[config.mk]
export PLATFORM = sky130hd
export DESIGN_NAME = line_follow_pid_controller
export DESIGN_NICKNAME = d
export VERILOG_FILES = /design/src/rtl/core/lfpid_pkg.sv /design/src/rtl/core/lfpid_div.sv /design/src/rtl/core/line_follow_pid_controller.sv
export SDC_FILE = /design/constraint.sdc
export NUM_CORES = 2
export LEC_CHECK = 0
export ABC_AREA = 1
export BUFFER_PORTS_ARGS = -buffer_cell sky130_fd_sc_hd__buf_2
export CAP_MARGIN = 20
export CORE_AREA = 2 2 262 316
export CTS_CLUSTER_SIZE = 40
export DETAILED_ROUTE_END_ITERATION = 10
export DIE_AREA = 0 0 264 318
export GPL_ROUTABILITY_DRIVEN = 0
export PLACE_DENSITY = 0.73
export SYNTH_ARGS = -nofsm -noshare
export SYNTH_HDL_FRONTEND = slang
export SYNTH_SLANG_ARGS = --single-unit
export TNS_END_PERCENT = 100
[constraint.sdc]
create_clock -name i_clk -period 6.6 [get_ports i_clk]
set_clock_uncertainty 0.2 [all_clocks]
set_input_delay 0.99 -clock i_clk [delete_from_list [all_inputs] [get_ports i_clk]]
set_output_delay 0.99 -clock i_clk [all_outputs]
set_load 0.05 [all_outputs]
[src/rtl/core/lfpid_pkg.sv]
`timescale 1ns / 1ps

package lfpid_pkg;

    // field widths
    localparam int THR_W   = 14;
    localparam int GAIN_W  = 12;
    localparam int BASE_W  = 8;
    localparam int ELAP_W  = 16;
    localparam int RUN_W   = 16;
    localparam int ERR_W   = 4;
    localparam int DRIVE_W = 17;
    localparam int CMD_W   = 2;
    localparam int ACT_W   = 2;
    localparam int CFG_IDX_W = 3;

    // shared multiplier and divider widths
    localparam int NUM_W = 16;
    localparam int DEN_W = 32;
    localparam int SUM_W = 32;

    // commands
    localparam logic [CMD_W-1:0] CMD_SAMPLE = 2'd0;
    localparam logic [CMD_W-1:0] CMD_START  = 2'd1;
    localparam logic [CMD_W-1:0] CMD_STOP   = 2'd2;

    // actions
    localparam logic [ACT_W-1:0] ACT_STEER = 2'd0;
    localparam logic [ACT_W-1:0] ACT_BRAKE = 2'd1;
    localparam logic [ACT_W-1:0] ACT_IDLE  = 2'd2;
    localparam logic [ACT_W-1:0] ACT_EARLY = 2'd3;

    // register indexes
    localparam logic [CFG_IDX_W-1:0] CFG_LEFT_THR  = 3'd0;
    localparam logic [CFG_IDX_W-1:0] CFG_RIGHT_THR = 3'd1;
    localparam logic [CFG_IDX_W-1:0] CFG_GAIN_P    = 3'd2;
    localparam logic [CFG_IDX_W-1:0] CFG_GAIN_I    = 3'd3;
    localparam logic [CFG_IDX_W-1:0] CFG_GAIN_D    = 3'd4;
    localparam logic [CFG_IDX_W-1:0] CFG_BASE      = 3'd5;

    // line error values
    localparam logic signed [ERR_W-1:0] ERR_NONE      = 4'sd0;
    localparam logic signed [ERR_W-1:0] ERR_LEFT      = 4'sd1;
    localparam logic signed [ERR_W-1:0] ERR_RIGHT     = -4'sd1;
    localparam logic signed [ERR_W-1:0] ERR_FAR_LEFT  = 4'sd4;
    localparam logic signed [ERR_W-1:0] ERR_FAR_RIGHT = -4'sd4;

    localparam logic [ELAP_W-1:0] MIN_ELAPSED = 16'd2;
    localparam logic [RUN_W-1:0]  RUN_MAX     = 16'hFFFF;
    localparam logic [1:0]        HITS_MAX    = 2'd3;

    localparam logic signed [SUM_W-1:0]   DRIVE_HI    = 32'sd40000;
    localparam logic signed [SUM_W-1:0]   DRIVE_LO    = -32'sd40000;
    localparam logic signed [DRIVE_W-1:0] BRAKE_DRIVE = -17'sd255;

    function automatic logic signed [DRIVE_W-1:0] sat_drive(input logic signed [SUM_W-1:0] v);
        logic signed [DRIVE_W-1:0] r;
        if (v > DRIVE_HI) begin
            r = DRIVE_W'(DRIVE_HI);
        end else if (v < DRIVE_LO) begin
            r = DRIVE_W'(DRIVE_LO);
        end else begin
            r = DRIVE_W'(v);
        end
        return r;
    endfunction

endpackage

[src/rtl/core/lfpid_div.sv]
`timescale 1ns / 1ps

// restoring divider, one quotient bit per cycle
module lfpid_div (
    input  logic                        i_clk,
    input  logic                        i_rst_n,
    input  logic                        i_start,
    input  logic [lfpid_pkg::NUM_W-1:0] i_num,
    input  logic [lfpid_pkg::DEN_W-1:0] i_den,
    output logic                        o_done,
    output logic [lfpid_pkg::NUM_W-1:0] o_quot
);
    import lfpid_pkg::*;

    localparam int CNT_W = $clog2(NUM_W + 1);

    logic             r_busy;
    logic             r_done;
    logic [CNT_W-1:0] r_cnt;
    logic [DEN_W-1:0] r_rem;
    logic [DEN_W-1:0] r_den;
    logic [NUM_W-1:0] r_quo;

    logic [DEN_W:0]   w_shift;
    logic [DEN_W:0]   w_diff;
    logic             w_fit;

    always_comb begin
        w_shift = {r_rem, r_quo[NUM_W-1]};
        w_diff  = w_shift - {1'b0, r_den};
        w_fit   = (w_shift >= {1'b0, r_den});
    end

    always_ff @(posedge i_clk) begin
        if (!i_rst_n) begin
            r_busy <= 1'b0;
            r_done <= 1'b0;
            r_cnt  <= '0;
        end else begin
            r_done <= 1'b0;
            if (i_start) begin
                r_busy <= 1'b1;
                r_cnt  <= CNT_W'(NUM_W);
            end else if (r_busy) begin
                r_cnt <= r_cnt - CNT_W'(1);
                if (r_cnt == CNT_W'(1)) begin
                    r_busy <= 1'b0;
                    r_done <= 1'b1;
                end
            end
        end
    end

    always_ff @(posedge i_clk) begin
        if (i_start) begin
            r_rem <= '0;
            r_den <= i_den;
            r_quo <= i_num;
        end else if (r_busy) begin
            r_rem <= w_fit ? w_diff[DEN_W-1:0] : w_shift[DEN_W-1:0];
            r_quo <= {r_quo[NUM_W-2:0], w_fit};
        end
    end

    assign o_done = r_done;
    assign o_quot = r_quo;

endmodule

[src/rtl/core/line_follow_pid_controller.sv]
`timescale 1ns / 1ps

// PID line follower controller. Each input word carries a command and one sensor
// sample (ambient and lit readings of the left, right and edge sensors, plus the
// elapsed time). A steering sample passes the evaluate, integrate, numerator,
// divider start, divide, sum and done states in turn. One 16x16 multiplier is
// shared for the integral product, the derivative numerator and the derivative
// divisor, formed in the evaluate, integrate and numerator states. A restoring
// divider then forms the derivative quotient: a load step and 16 quotient bits.
// The sum state adds the terms and the done state hands the word over. Start,
// stop, halted and too-early words go from idle straight to the done state, a
// brake through the evaluate state first; a stalled output register holds the
// done state. o_in_stall is high from acceptance until the sequencer is back in
// idle; a finished word waits in the output register while the next one is
// accepted. The user must write configuration through i_cfg_we / i_cfg_index /
// i_cfg_data only while idle; the block itself does not enforce this.
module line_follow_pid_controller #(
    parameter int ADC_BITS       = 12,
    parameter int INTEGRAL_LIMIT = 4096
) (
    input  logic                                 i_clk,
    input  logic                                 i_rst_n,
    // configuration
    input  logic                                 i_cfg_we,
    input  logic [lfpid_pkg::CFG_IDX_W-1:0]      i_cfg_index,
    input  logic [lfpid_pkg::THR_W-1:0]          i_cfg_data,
    // input channel
    input  logic                                 i_in_valid,
    output logic                                 o_in_stall,
    input  logic [lfpid_pkg::CMD_W-1:0]          i_cmd,
    input  logic [ADC_BITS-1:0]                  i_amb_left,
    input  logic [ADC_BITS-1:0]                  i_amb_right,
    input  logic [ADC_BITS-1:0]                  i_amb_edge,
    input  logic [ADC_BITS-1:0]                  i_lit_left,
    input  logic [ADC_BITS-1:0]                  i_lit_right,
    input  logic [ADC_BITS-1:0]                  i_lit_edge,
    input  logic [lfpid_pkg::ELAP_W-1:0]         i_elapsed_ms,
    input  logic signed [lfpid_pkg::THR_W-1:0]   i_stop_left,
    input  logic signed [lfpid_pkg::THR_W-1:0]   i_stop_right,
    input  logic signed [lfpid_pkg::THR_W-1:0]   i_stop_edge,
    // output channel
    output logic                                 o_out_valid,
    input  logic                                 i_out_stall,
    output logic [lfpid_pkg::ACT_W-1:0]          o_action,
    output logic signed [lfpid_pkg::DRIVE_W-1:0] o_left_drive,
    output logic signed [lfpid_pkg::DRIVE_W-1:0] o_right_drive,
    output logic signed [lfpid_pkg::ERR_W-1:0]   o_line_error,
    output logic                                 o_running
);
    import lfpid_pkg::*;

    // sensor level is ambient minus lit
    localparam int LVL_W = ADC_BITS + 1;
    // stop levels must hold 1 << ADC_BITS and any 14-bit input
    localparam int SL_W  = (ADC_BITS + 2 > THR_W) ? ADC_BITS + 2 : THR_W;
    localparam int IA_W  = $clog2(INTEGRAL_LIMIT + 1) + 1;

    localparam logic signed [SL_W-1:0]  STOP_RESET = SL_W'(1 << ADC_BITS);
    localparam logic signed [THR_W-1:0] THR_RESET  = 14'sd2048;
    localparam logic signed [SUM_W-1:0] ILIM_POS   = SUM_W'(INTEGRAL_LIMIT);
    localparam logic signed [SUM_W-1:0] ILIM_NEG   = -ILIM_POS;

    typedef enum logic [7:0] {
        S_IDLE   = 8'b0000_0001,
        S_EVAL   = 8'b0000_0010,
        S_INTEG  = 8'b0000_0100,
        S_NUM    = 8'b0000_1000,
        S_DSTART = 8'b0001_0000,
        S_DIV    = 8'b0010_0000,
        S_SUM    = 8'b0100_0000,
        S_DONE   = 8'b1000_0000
    } t_state;

    t_state r_state;

    // configuration
    logic signed [THR_W-1:0] r_left_thr;
    logic signed [THR_W-1:0] r_right_thr;
    logic [GAIN_W-1:0]       r_gain_p;
    logic [GAIN_W-1:0]       r_gain_i;
    logic [GAIN_W-1:0]       r_gain_d;
    logic [BASE_W-1:0]       r_base;

    // controller state
    logic                    r_run_active;
    logic signed [ERR_W-1:0] r_last_err;
    logic [RUN_W-1:0]        r_same_run;
    logic [1:0]              r_stop_hits;
    logic signed [IA_W-1:0]  r_integ;
    logic signed [SL_W-1:0]  r_stop_l;
    logic signed [SL_W-1:0]  r_stop_r;
    logic signed [SL_W-1:0]  r_stop_e;

    // working registers of one sample
    logic signed [LVL_W-1:0] r_lvl_l;
    logic signed [LVL_W-1:0] r_lvl_r;
    logic signed [LVL_W-1:0] r_lvl_e;
    logic [ELAP_W-1:0]       r_elapsed;
    logic signed [ERR_W-1:0] r_err;
    logic                    r_dneg;
    logic [3:0]              r_dmag;
    logic [DEN_W-1:0]        r_prod;
    logic [NUM_W-1:0]        r_num;

    // finished word waiting for the output register
    logic [ACT_W-1:0]          r_res_action;
    logic signed [DRIVE_W-1:0] r_res_left;
    logic signed [DRIVE_W-1:0] r_res_right;
    logic signed [ERR_W-1:0]   r_res_err;
    logic                      r_res_run;

    // output register
    logic                      r_out_valid;
    logic [ACT_W-1:0]          r_out_action;
    logic signed [DRIVE_W-1:0] r_out_left;
    logic signed [DRIVE_W-1:0] r_out_right;
    logic signed [ERR_W-1:0]   r_out_err;
    logic                      r_out_run;

    logic                    w_accept;
    logic                    w_out_free;
    logic                    w_load_out;
    logic                    w_sample;
    logic signed [LVL_W-1:0] w_lvl_l;
    logic signed [LVL_W-1:0] w_lvl_r;
    logic signed [LVL_W-1:0] w_lvl_e;
    logic                    w_stop_hit;
    logic [1:0]              n_stop_hits;
    logic                    w_brake;
    logic                    w_see_l;
    logic                    w_see_r;
    logic signed [ERR_W-1:0] n_err;
    logic signed [4:0]       w_diff;
    logic signed [4:0]       w_diff_neg;
    logic [RUN_W-1:0]        n_same_run;
    logic [NUM_W-1:0]        w_mul_a;
    logic [NUM_W-1:0]        w_mul_b;
    logic [DEN_W-1:0]        w_mul;
    logic                    w_err_far;
    logic [DEN_W-1:0]        w_tmag;
    logic signed [SUM_W-1:0] w_term;
    logic signed [SUM_W-1:0] w_isum;
    logic signed [IA_W-1:0]  n_integ;
    logic [SUM_W-1:0]        w_pmag;
    logic signed [SUM_W-1:0] w_p;
    logic signed [SUM_W-1:0] w_d;
    logic signed [SUM_W-1:0] w_g;
    logic signed [SUM_W-1:0] w_left_raw;
    logic signed [SUM_W-1:0] w_right_raw;
    logic                    w_div_start;
    logic                    w_div_done;
    logic [NUM_W-1:0]        w_quot;

    assign w_accept   = i_in_valid && (r_state == S_IDLE);
    assign w_out_free = !r_out_valid || !i_out_stall;
    assign w_load_out = (r_state == S_DONE) && w_out_free;
    // a word that goes through the controller loop
    assign w_sample   = (i_cmd == CMD_SAMPLE) && r_run_active && (i_elapsed_ms >= MIN_ELAPSED);
    assign w_div_start = (r_state == S_DSTART);

    always_comb begin
        w_lvl_l = $signed({1'b0, i_amb_left})  - $signed({1'b0, i_lit_left});
        w_lvl_r = $signed({1'b0, i_amb_right}) - $signed({1'b0, i_lit_right});
        w_lvl_e = $signed({1'b0, i_amb_edge})  - $signed({1'b0, i_lit_edge});

        // stop marker: all three levels under their stop levels
        w_stop_hit = (SL_W'(r_lvl_l) < r_stop_l) && (SL_W'(r_lvl_r) < r_stop_r) &&
                     (SL_W'(r_lvl_e) < r_stop_e);
        if (!w_stop_hit) begin
            n_stop_hits = 2'd0;
        end else if (r_stop_hits == HITS_MAX) begin
            n_stop_hits = HITS_MAX;
        end else begin
            n_stop_hits = r_stop_hits + 2'd1;
        end
        w_brake = w_stop_hit && (n_stop_hits > 2'd1);

        // line classification; line lost on both sides pushes the last error out
        w_see_l = SL_W'(r_lvl_l) < SL_W'(r_left_thr);
        w_see_r = SL_W'(r_lvl_r) < SL_W'(r_right_thr);
        if (w_see_l && w_see_r) begin
            n_err = ERR_NONE;
        end else if (w_see_l) begin
            n_err = ERR_LEFT;
        end else if (w_see_r) begin
            n_err = ERR_RIGHT;
        end else if (r_last_err == ERR_NONE) begin
            n_err = ERR_NONE;
        end else if (r_last_err[ERR_W-1]) begin
            n_err = ERR_FAR_RIGHT;
        end else begin
            n_err = ERR_FAR_LEFT;
        end

        w_diff     = 5'(n_err) - 5'(r_last_err);
        w_diff_neg = -w_diff;

        if (n_err != r_last_err) begin
            n_same_run = RUN_W'(1);
        end else if (r_same_run == RUN_MAX) begin
            n_same_run = RUN_MAX;
        end else begin
            n_same_run = r_same_run + RUN_W'(1);
        end
    end

    // shared multiplier: gain_i*elapsed, gain_d*|delta|, elapsed*run
    always_comb begin
        case (r_state)
            S_EVAL: begin
                w_mul_a = NUM_W'(r_gain_i);
                w_mul_b = NUM_W'(r_elapsed);
            end
            S_INTEG: begin
                w_mul_a = NUM_W'(r_gain_d);
                w_mul_b = NUM_W'(r_dmag);
            end
            S_NUM: begin
                w_mul_a = NUM_W'(r_elapsed);
                w_mul_b = NUM_W'(r_same_run);
            end
            default: begin
                w_mul_a = '0;
                w_mul_b = '0;
            end
        endcase
    end
    assign w_mul = w_mul_a * w_mul_b;

    // error is 0, +-1 or +-4, so scaling by it is a shift and a negate
    always_comb begin
        w_err_far = (r_err == ERR_FAR_LEFT) || (r_err == ERR_FAR_RIGHT);

        w_tmag = w_err_far ? {r_prod[DEN_W-3:0], 2'b00} : r_prod;
        if (r_err == ERR_NONE) begin
            w_term = '0;
        end else if (r_err[ERR_W-1]) begin
            w_term = -$signed(w_tmag);
        end else begin
            w_term = $signed(w_tmag);
        end
        w_isum = SUM_W'(r_integ) + w_term;
        if (w_isum > ILIM_POS) begin
            n_integ = IA_W'(ILIM_POS);
        end else if (w_isum < ILIM_NEG) begin
            n_integ = IA_W'(ILIM_NEG);
        end else begin
            n_integ = IA_W'(w_isum);
        end

        w_pmag = w_err_far ? (SUM_W'(r_gain_p) << 2) : SUM_W'(r_gain_p);
        if (r_err == ERR_NONE) begin
            w_p = '0;
        end else if (r_err[ERR_W-1]) begin
            w_p = -$signed(w_pmag);
        end else begin
            w_p = $signed(w_pmag);
        end

        // magnitude quotient with the sign put back: truncates toward zero
        w_d = r_dneg ? -$signed(SUM_W'(w_quot)) : $signed(SUM_W'(w_quot));

        w_g         = w_p + SUM_W'(r_integ) + w_d;
        w_left_raw  = $signed(SUM_W'(r_base)) - w_g;
        w_right_raw = $signed(SUM_W'(r_base)) + w_g;
    end

    lfpid_div u_div (
        .i_clk   (i_clk),
        .i_rst_n (i_rst_n),
        .i_start (w_div_start),
        .i_num   (r_num),
        .i_den   (r_prod),
        .o_done  (w_div_done),
        .o_quot  (w_quot)
    );

    // sequencer, configuration and controller state
    always_ff @(posedge i_clk) begin
        if (!i_rst_n) begin
            r_state      <= S_IDLE;
            r_left_thr   <= THR_RESET;
            r_right_thr  <= THR_RESET;
            r_gain_p     <= '0;
            r_gain_i     <= '0;
            r_gain_d     <= '0;
            r_base       <= '0;
            r_run_active <= 1'b0;
            r_last_err   <= ERR_NONE;
            r_same_run   <= '0;
            r_stop_hits  <= '0;
            r_integ      <= '0;
            r_stop_l     <= STOP_RESET;
            r_stop_r     <= STOP_RESET;
            r_stop_e     <= STOP_RESET;
            r_out_valid  <= 1'b0;
        end else begin
            if (i_cfg_we) begin
                case (i_cfg_index)
                    CFG_LEFT_THR:  r_left_thr  <= $signed(i_cfg_data);
                    CFG_RIGHT_THR: r_right_thr <= $signed(i_cfg_data);
                    CFG_GAIN_P:    r_gain_p    <= i_cfg_data[GAIN_W-1:0];
                    CFG_GAIN_I:    r_gain_i    <= i_cfg_data[GAIN_W-1:0];
                    CFG_GAIN_D:    r_gain_d    <= i_cfg_data[GAIN_W-1:0];
                    CFG_BASE:      r_base      <= i_cfg_data[BASE_W-1:0];
                    default: ;
                endcase
            end

            if (w_out_free) begin
                r_out_valid <= w_load_out;
            end

            case (r_state)
                S_IDLE: begin
                    if (w_accept) begin
                        r_state <= w_sample ? S_EVAL : S_DONE;
                        case (i_cmd)
                            CMD_START: begin
                                r_stop_l     <= SL_W'(i_stop_left);
                                r_stop_r     <= SL_W'(i_stop_right);
                                r_stop_e     <= SL_W'(i_stop_edge);
                                r_last_err   <= ERR_NONE;
                                r_same_run   <= '0;
                                r_stop_hits  <= '0;
                                r_integ      <= '0;
                                r_run_active <= 1'b1;
                            end
                            CMD_STOP: begin
                                r_run_active <= 1'b0;
                            end
                            default: ;
                        endcase
                    end
                end
                S_EVAL: begin
                    r_stop_hits <= n_stop_hits;
                    if (w_brake) begin
                        r_run_active <= 1'b0;
                        r_state      <= S_DONE;
                    end else begin
                        r_last_err <= n_err;
                        r_same_run <= n_same_run;
                        r_state    <= S_INTEG;
                    end
                end
                S_INTEG: begin
                    r_integ <= n_integ;
                    r_state <= S_NUM;
                end
                S_NUM: begin
                    r_state <= S_DSTART;
                end
                S_DSTART: begin
                    r_state <= S_DIV;
                end
                S_DIV: begin
                    if (w_div_done) begin
                        r_state <= S_SUM;
                    end
                end
                S_SUM: begin
                    r_state <= S_DONE;
                end
                S_DONE: begin
                    if (w_out_free) begin
                        r_state <= S_IDLE;
                    end
                end
                default: begin
                    r_state <= S_IDLE;
                end
            endcase
        end
    end

    // datapath and result words, no reset needed
    always_ff @(posedge i_clk) begin
        case (r_state)
            S_IDLE: begin
                r_lvl_l      <= w_lvl_l;
                r_lvl_r      <= w_lvl_r;
                r_lvl_e      <= w_lvl_e;
                r_elapsed    <= i_elapsed_ms;
                r_res_left   <= '0;
                r_res_right  <= '0;
                r_res_err    <= ERR_NONE;
                case (i_cmd)
                    CMD_START: begin
                        r_res_action <= ACT_IDLE;
                        r_res_run    <= 1'b1;
                    end
                    CMD_STOP: begin
                        r_res_action <= ACT_IDLE;
                        r_res_run    <= 1'b0;
                    end
                    CMD_SAMPLE: begin
                        // halted gives idle, running but too soon gives early
                        r_res_action <= r_run_active ? ACT_EARLY : ACT_IDLE;
                        r_res_run    <= r_run_active;
                    end
                    default: begin
                        r_res_action <= ACT_IDLE;
                        r_res_run    <= r_run_active;
                    end
                endcase
            end
            S_EVAL: begin
                r_err  <= n_err;
                r_dneg <= w_diff[4];
                r_dmag <= w_diff[4] ? w_diff_neg[3:0] : w_diff[3:0];
                r_prod <= w_mul;
                r_res_action <= ACT_BRAKE;
                r_res_left   <= BRAKE_DRIVE;
                r_res_right  <= BRAKE_DRIVE;
                r_res_err    <= ERR_NONE;
                r_res_run    <= 1'b0;
            end
            S_INTEG: begin
                r_prod <= w_mul;
            end
            S_NUM: begin
                r_num  <= r_prod[NUM_W-1:0];
                r_prod <= w_mul;
            end
            S_SUM: begin
                r_res_action <= ACT_STEER;
                r_res_left   <= sat_drive(w_left_raw);
                r_res_right  <= sat_drive(w_right_raw);
                r_res_err    <= r_err;
                r_res_run    <= 1'b1;
            end
            default: ;
        endcase

        if (w_load_out) begin
            r_out_action <= r_res_action;
            r_out_left   <= r_res_left;
            r_out_right  <= r_res_right;
            r_out_err    <= r_res_err;
            r_out_run    <= r_res_run;
        end
    end

    assign o_in_stall    = (r_state != S_IDLE);
    assign o_out_valid   = r_out_valid;
    assign o_action      = r_out_action;
    assign o_left_drive  = r_out_left;
    assign o_right_drive = r_out_right;
    assign o_line_error  = r_out_err;
    assign o_running     = r_out_run;

endmodule
# Word-level counts from Yosys, hierarchy flattened
# Index checks and enable logic that the tools add are counted.
# word_totals
elab_cells	206
out_inout_bits	43
register_bits	441
input_bits	154
# classes
mux	65
addsub	17
n_bitwise	2
order_cmp	14
eq_ne	28
n_mul	1
reduce_logical	37
# op_table
op	count
$mux 32	7
$mux 16	7
$pmux 17 s3	2
$pmux 16 s3	2
$lt 13x14->1	5
$mux 14	5
$mux 17	4
$gt 32x17->1 const B	2
$lt 32x17->1 const B	2
$pmux 8 s8	1
$mux 8	5
$sub 12x12->13	3
$mux 4	9
$ge 33x32->1	1
$add 14x32->32	1
$add 32x14->32	1
$add 32x32->32	1
$add 9x32->32	1
$gt 32x14->1 const B	1
$lt 32x13->1 const B	1
$mul 16x16->32	1
$neg 14->32	1
$neg 16->32	1
$neg 32->32	1
other kinds (54)	99

# Longest topological paths before layout
# depth
depth_word	13
ltp_mapped	46
ltp_nobuf	43

# Modules after synthesis
# A second synthesis with hierarchy kept.
# hier_totals
hier_cells	5610
area_unflattened_um2	40794.1
# modules_own_cells
module	area_each_um2	instances	seq_area_each_um2	cells_each
line_follow_pid_controller	34669.5	1	9028.7	4690
lfpid_div	6124.6	1	2222.1	920

# Worst setup path after synthesis
# No wires, ideal clock.
# synth_timing
kind	reg2reg
startpoint	register r_state[6]
endpoint	register r_prod[27] (data pin)
stages_incl_launch_ff	31
arrival_time_ns	6.833
path_slack_ns	-0.691
period_less_slack_ns	7.291
setup_ns	0.258
t_required_ns	6.142
path_buffers	1
path_cell_list	dfxtp_1 -> nor2_1 -> inv_1 -> nor2_1 -> nand2_1 -> inv_1 -> nand2_1 -> o211ai_1 -> clkbuf_1 -> nand2_1 -> fa_1 -> inv_1 -> fa_1 -> ha_1 -> fa_1 -> inv_1 -> fa_1 -> fa_1 -> inv_1 -> ha_1 -> inv_1 -> o21ai_0 -> a31oi_1 -> o21ai_0 -> a21boi_0 -> o21ai_0 -> a21o_1 -> a21oi_1 -> o21ai_0 -> a21oi_1 -> xnor2_1
# synth_between
elab_chain_cells	3
elab_cells_between_ends	6
classes_between	mul: 1; eq/ne: 3; mux: 2
# synth_rtl
element	line	rtl
start: declaration	line_follow_pid_controller.sv:74	t_state r_state;
start signal: assignment	line_follow_pid_controller.sv:317	r_state <= w_sample ? S_EVAL : S_DONE;
$eq 8x4->1, or another cell as far along	line_follow_pid_controller.sv:209	case (r_state)
$pmux 16 s3	line_follow_pid_controller.sv:209	
$mul 16x16->32 *	line_follow_pid_controller.sv:228	assign w_mul = w_mul_a * w_mul_b;
net w_mul[27]	line_follow_pid_controller.sv:138	logic [DEN_W-1:0] w_mul;
end signal: assignment	line_follow_pid_controller.sv:412	r_prod <= w_mul;
end signal: assignment	line_follow_pid_controller.sv:420	r_prod <= w_mul;
end signal: assignment	line_follow_pid_controller.sv:424	r_prod <= w_mul;
end: declaration	line_follow_pid_controller.sv:102	logic [DEN_W-1:0] r_prod;
# The timed path passes the listed nets; every way through them passes the cells marked *.
# A chain may end at the register's enable or synchronous reset.

# Worst setup path after layout
# layout_timing
startpoint	register r_state[2]
endpoint	register r_prod[31] (data pin)
# Same word-level chain as after synthesis.

==> metrics <==
status=finished with violations; failing checks=negative setup slack; Routed WL=around 110,000 um; Crit. End Element=flip-flop; gr ovfl total=0; EDFF count, synth=242; # setup viols final=11; register area share after synthesis=0.286; core area=81,200 um2; Port Buffers=196; CTS sink cnt=441; detailed-placement wirelength estimate=90,600 um; drt first-iter violations=2,560; Clk pwr share=0.291; Lkg Pwr=23.0 nW; Fillers=7,073; reg2reg path depth=26; initial antenna violation count=7; nets@finish=6,394; crit path capture=r_prod[31]; first-pass GRT wire length=181,000 um; Peak VDD IR=0.228 mV; Final Hold Viols=0; placed cell area=43,700 um2; Avg WL per Cell=16.9 um; Hold Path Stages=0; total number of vias=~36,000; CP Class=flip-flop to flip-flop; Syn Area/Cell=approximately 7.5 um2; worst-path fanout max=7; startpoint types=flip-flop; unrepaired setup endpoints after global routing=yes; Die Wd=264 um; worst r2r src=r_state[2]; Fin Hold WS=around 220 ps; top area cells in the synthesized netlist=edfxtp_1 (18%), fa_1 (12%), nand2_1 (12%); Global Route Usage Sum=0.268; DIE AREA=84,000 um2; design area=roughly 47,000 um2; reg2reg end=r_prod[31]; Syn Std Cell Area=39,300 um2; Final Max Slew Viols=0; Seq pwr share=0.400; hold crit path type=flip-flop to flip-flop; yosys warns=0; Clock transition at path regs=60 ps; Internal=6.04 mW; Worst path max stage delay=560 ps; FFs w/ async S/R, synth=0; cell accounting for the most synthesized area=edfxtp_1; Distinct cells, synth=59; worst slew pin tran=1090 ps; prevailing post-synth register cell=edfxtp_1; IO Count=197; number of max-cap violations=0; worst skew pair latency=610 ps; Layout area overhead=20.0%; CTS tree=yes; fin crit share=1.03; Worst setup startpoint=r_state[2]; Post-Syn Instances=5,221; TritonCTS buffer count=46; layout cell share with drive strength beyond 1=0.171; drc violations=0; required time of the critical path=6750 ps; setup slack after layout=-201 ps; CP max-delay cell=fa_1; DRT antenna net count=0; H-tree Lvls=2; Yosys reg bits=441; top cell type's share of synthesized area=0.185; DR vias/cell=about 5.4; PwrDens=196 nW/um2; Net Count, Synth=5,941; most frequent cell after synthesis=nand2_1; largest net degree at the start of global routing=80; Cell Rows=roughly 120; vias in the first global route=35,679; Comb pwr share=0.309; Max-Slew Margin vs Limit=0.267; die height=318 um; hold buffer count at cts=0; top cells by count, synth=nand2_1 (1,210), inv_1 (923), nor2_1 (414), a21oi_1 (391), ha_1 (333); clock buffer depth=3; switching pwr=~3.2 mW; sw frac=0.347; Tmin final=6800 ps; Root Buffer=clkbuf_16; maximum clock rate=roughly 150 MHz; r2r setup slk=-200 ps; Initial DRT Pass Iterations=5; Starting Density=0.484; crit-path most repeated cell=fa_1; Critical Path AT=6950 ps
==> registers in the layout (all words and copies together), names as in the netlist, 14 cells and up <==
| register | cells |
|---|---|
| u_div.o_quot | 16 |
| r_same_run | 16 |
| r_res_right | 17 |
| u_div.r_den | 32 |
| r_stop_r | 14 |
| r_stop_l | 14 |
| r_num | 16 |
| r_integ | 14 |
| o_left_drive | 17 |
| r_prod | 32 |
| r_stop_e | 14 |
| u_div.r_rem | 32 |
| o_right_drive | 17 |
| r_left_thr | 14 |
| r_elapsed | 16 |
| r_right_thr | 14 |
| r_res_left | 17 |
==> worst min path at each step <==
stage               slack [ps]             from                end
detailed placement         200  r_res_right[13]  o_right_drive[13]
global placement           200    r_res_left[1]    o_left_drive[1]
finish                     220   r_res_left[11]   o_left_drive[11]
global route               220   r_res_left[11]   o_left_drive[11]
CTS                        220   r_res_left[11]   o_left_drive[11]
floorplan                  200  r_res_action[0]        o_action[0]
==> cell usage in the layout (no fill, tap or decap), drive strengths merged, types with 6 or more instances in the layout <==
master / Yosys / layout
xnor2: 54 / 54
o221ai: 18 / 18
or2: 12 / 12
clkinvlp: 0 / 7
nor2: 456 / 456
diode: 0 / 6
clkinv: 13 / 22
clkbuf: 106 / 67
ha: 333 / 333
edfxtp: 242 / 242
nor3b: 6 / 6
o211ai: 39 / 39
inv: 935 / 936
nor4: 14 / 14
dfxtp: 199 / 199
xor2: 112 / 112
a21o: 12 / 12
o21a: 16 / 16
nand3b: 12 / 12
a21oi: 394 / 394
o31ai: 7 / 7
o21bai: 10 / 10
nand4: 81 / 81
a21boi: 9 / 9
o21ai: 332 / 332
nand3: 196 / 196
o22ai: 11 / 11
fa: 233 / 233
nand2: 1242 / 1242
nor3: 74 / 74
buf: 21 / 529
==> power by group through the flow <==
stage,registers (mW),clock network [mW],logic [mW]
after global routing,3.74,2.84,3.22
after detailed placement,3.75,0,2.73
final,3.70,2.69,2.86
after floorplan,3.80,0,1.83
after CTS,3.70,2.74,2.79
after global placement,3.73,0,2.66
==> stage by stage <==
step	worst slack, ps	util	setup TNS (ps)	std cells	power (mW)
CTS	-121	0.567	-471	6722	9.23
finish	-201	0.581	-966	6771	9.25
detailed placement	-319	0.539	-2760	6587	6.48
global route	-433	0.581	-4270	6769	9.80
floorplan	2.40	-	0	5221	5.63
global placement	-196	0.539	-991	6587	6.39
==> metal layers <==
metal / global-route usage / share of wire / vias up / wire [um]
met5: 0 / 0.00022 / - / 25
met4: 0.161 / 0.067 / 4 / 7730
met3: 0.0403 / 0.054 / 404 / 6200
met2: 0.488 / 0.50 / 1261 / 57300
met1: 0.292 / 0.38 / 16888 / 43300
li1: - / - / 17715 / -
==> what timing repair did <==
item / CTS / global route
resized for setup: 80 / 207
setup endpoints to repair: 22 / 57
hold endpoints to repair: 0 / 0
cloned: 1 / 2
buffers inserted: 48 / 41
pin swaps: 55 / 102
==> cells by family (layout without fill, tap and decap cells) <==
kind of cell               Yosys count  in the layout  synth area share
AOI/OAI and AO/OA                  868            868             0.121
buffers and inverters             1075           1566             0.104
xor gates and xnor gates           166            166            0.0370
muxes                                1              1          0.000286
DFF                                441            441             0.286
and+or+nand+nor                   2104           2104             0.227
adders and majority gates          566            566             0.225
other                                0              6                 0
==> worst max-delay path, delay by kind of cell (launching register included) <==
family	cells	cell delay, ps
adder cells (fa/ha/maj)	7	3180
buffers and inverters	5	570
XOR/XNOR	1	130
AND/OR/NAND/NOR	10	1620
flip-flops	1	330
AO/OA/AOI/OAI	3	520
==> layout make-up <==
cell class / count / area (um2) / area share
Clock inverter: 21 / 279 / 0.00591
Tap cell: 1053 / 1320 / 0.0279
Clock buffer: 65 / 1280 / 0.0272
Multi-Input combinational cell: 3705 / 25400 / 0.538
Timing Repair Buffer: 531 / 4070 / 0.0862
Antenna cell: 6 / 15.0 / 0.000318
Inverter: 948 / 3570 / 0.0756
Timing Repair inverter: 1 / 7.51 / 0.000159
Sequential cell: 441 / 11300 / 0.239
No activity file was read; power rests on OpenSTA's default activity.
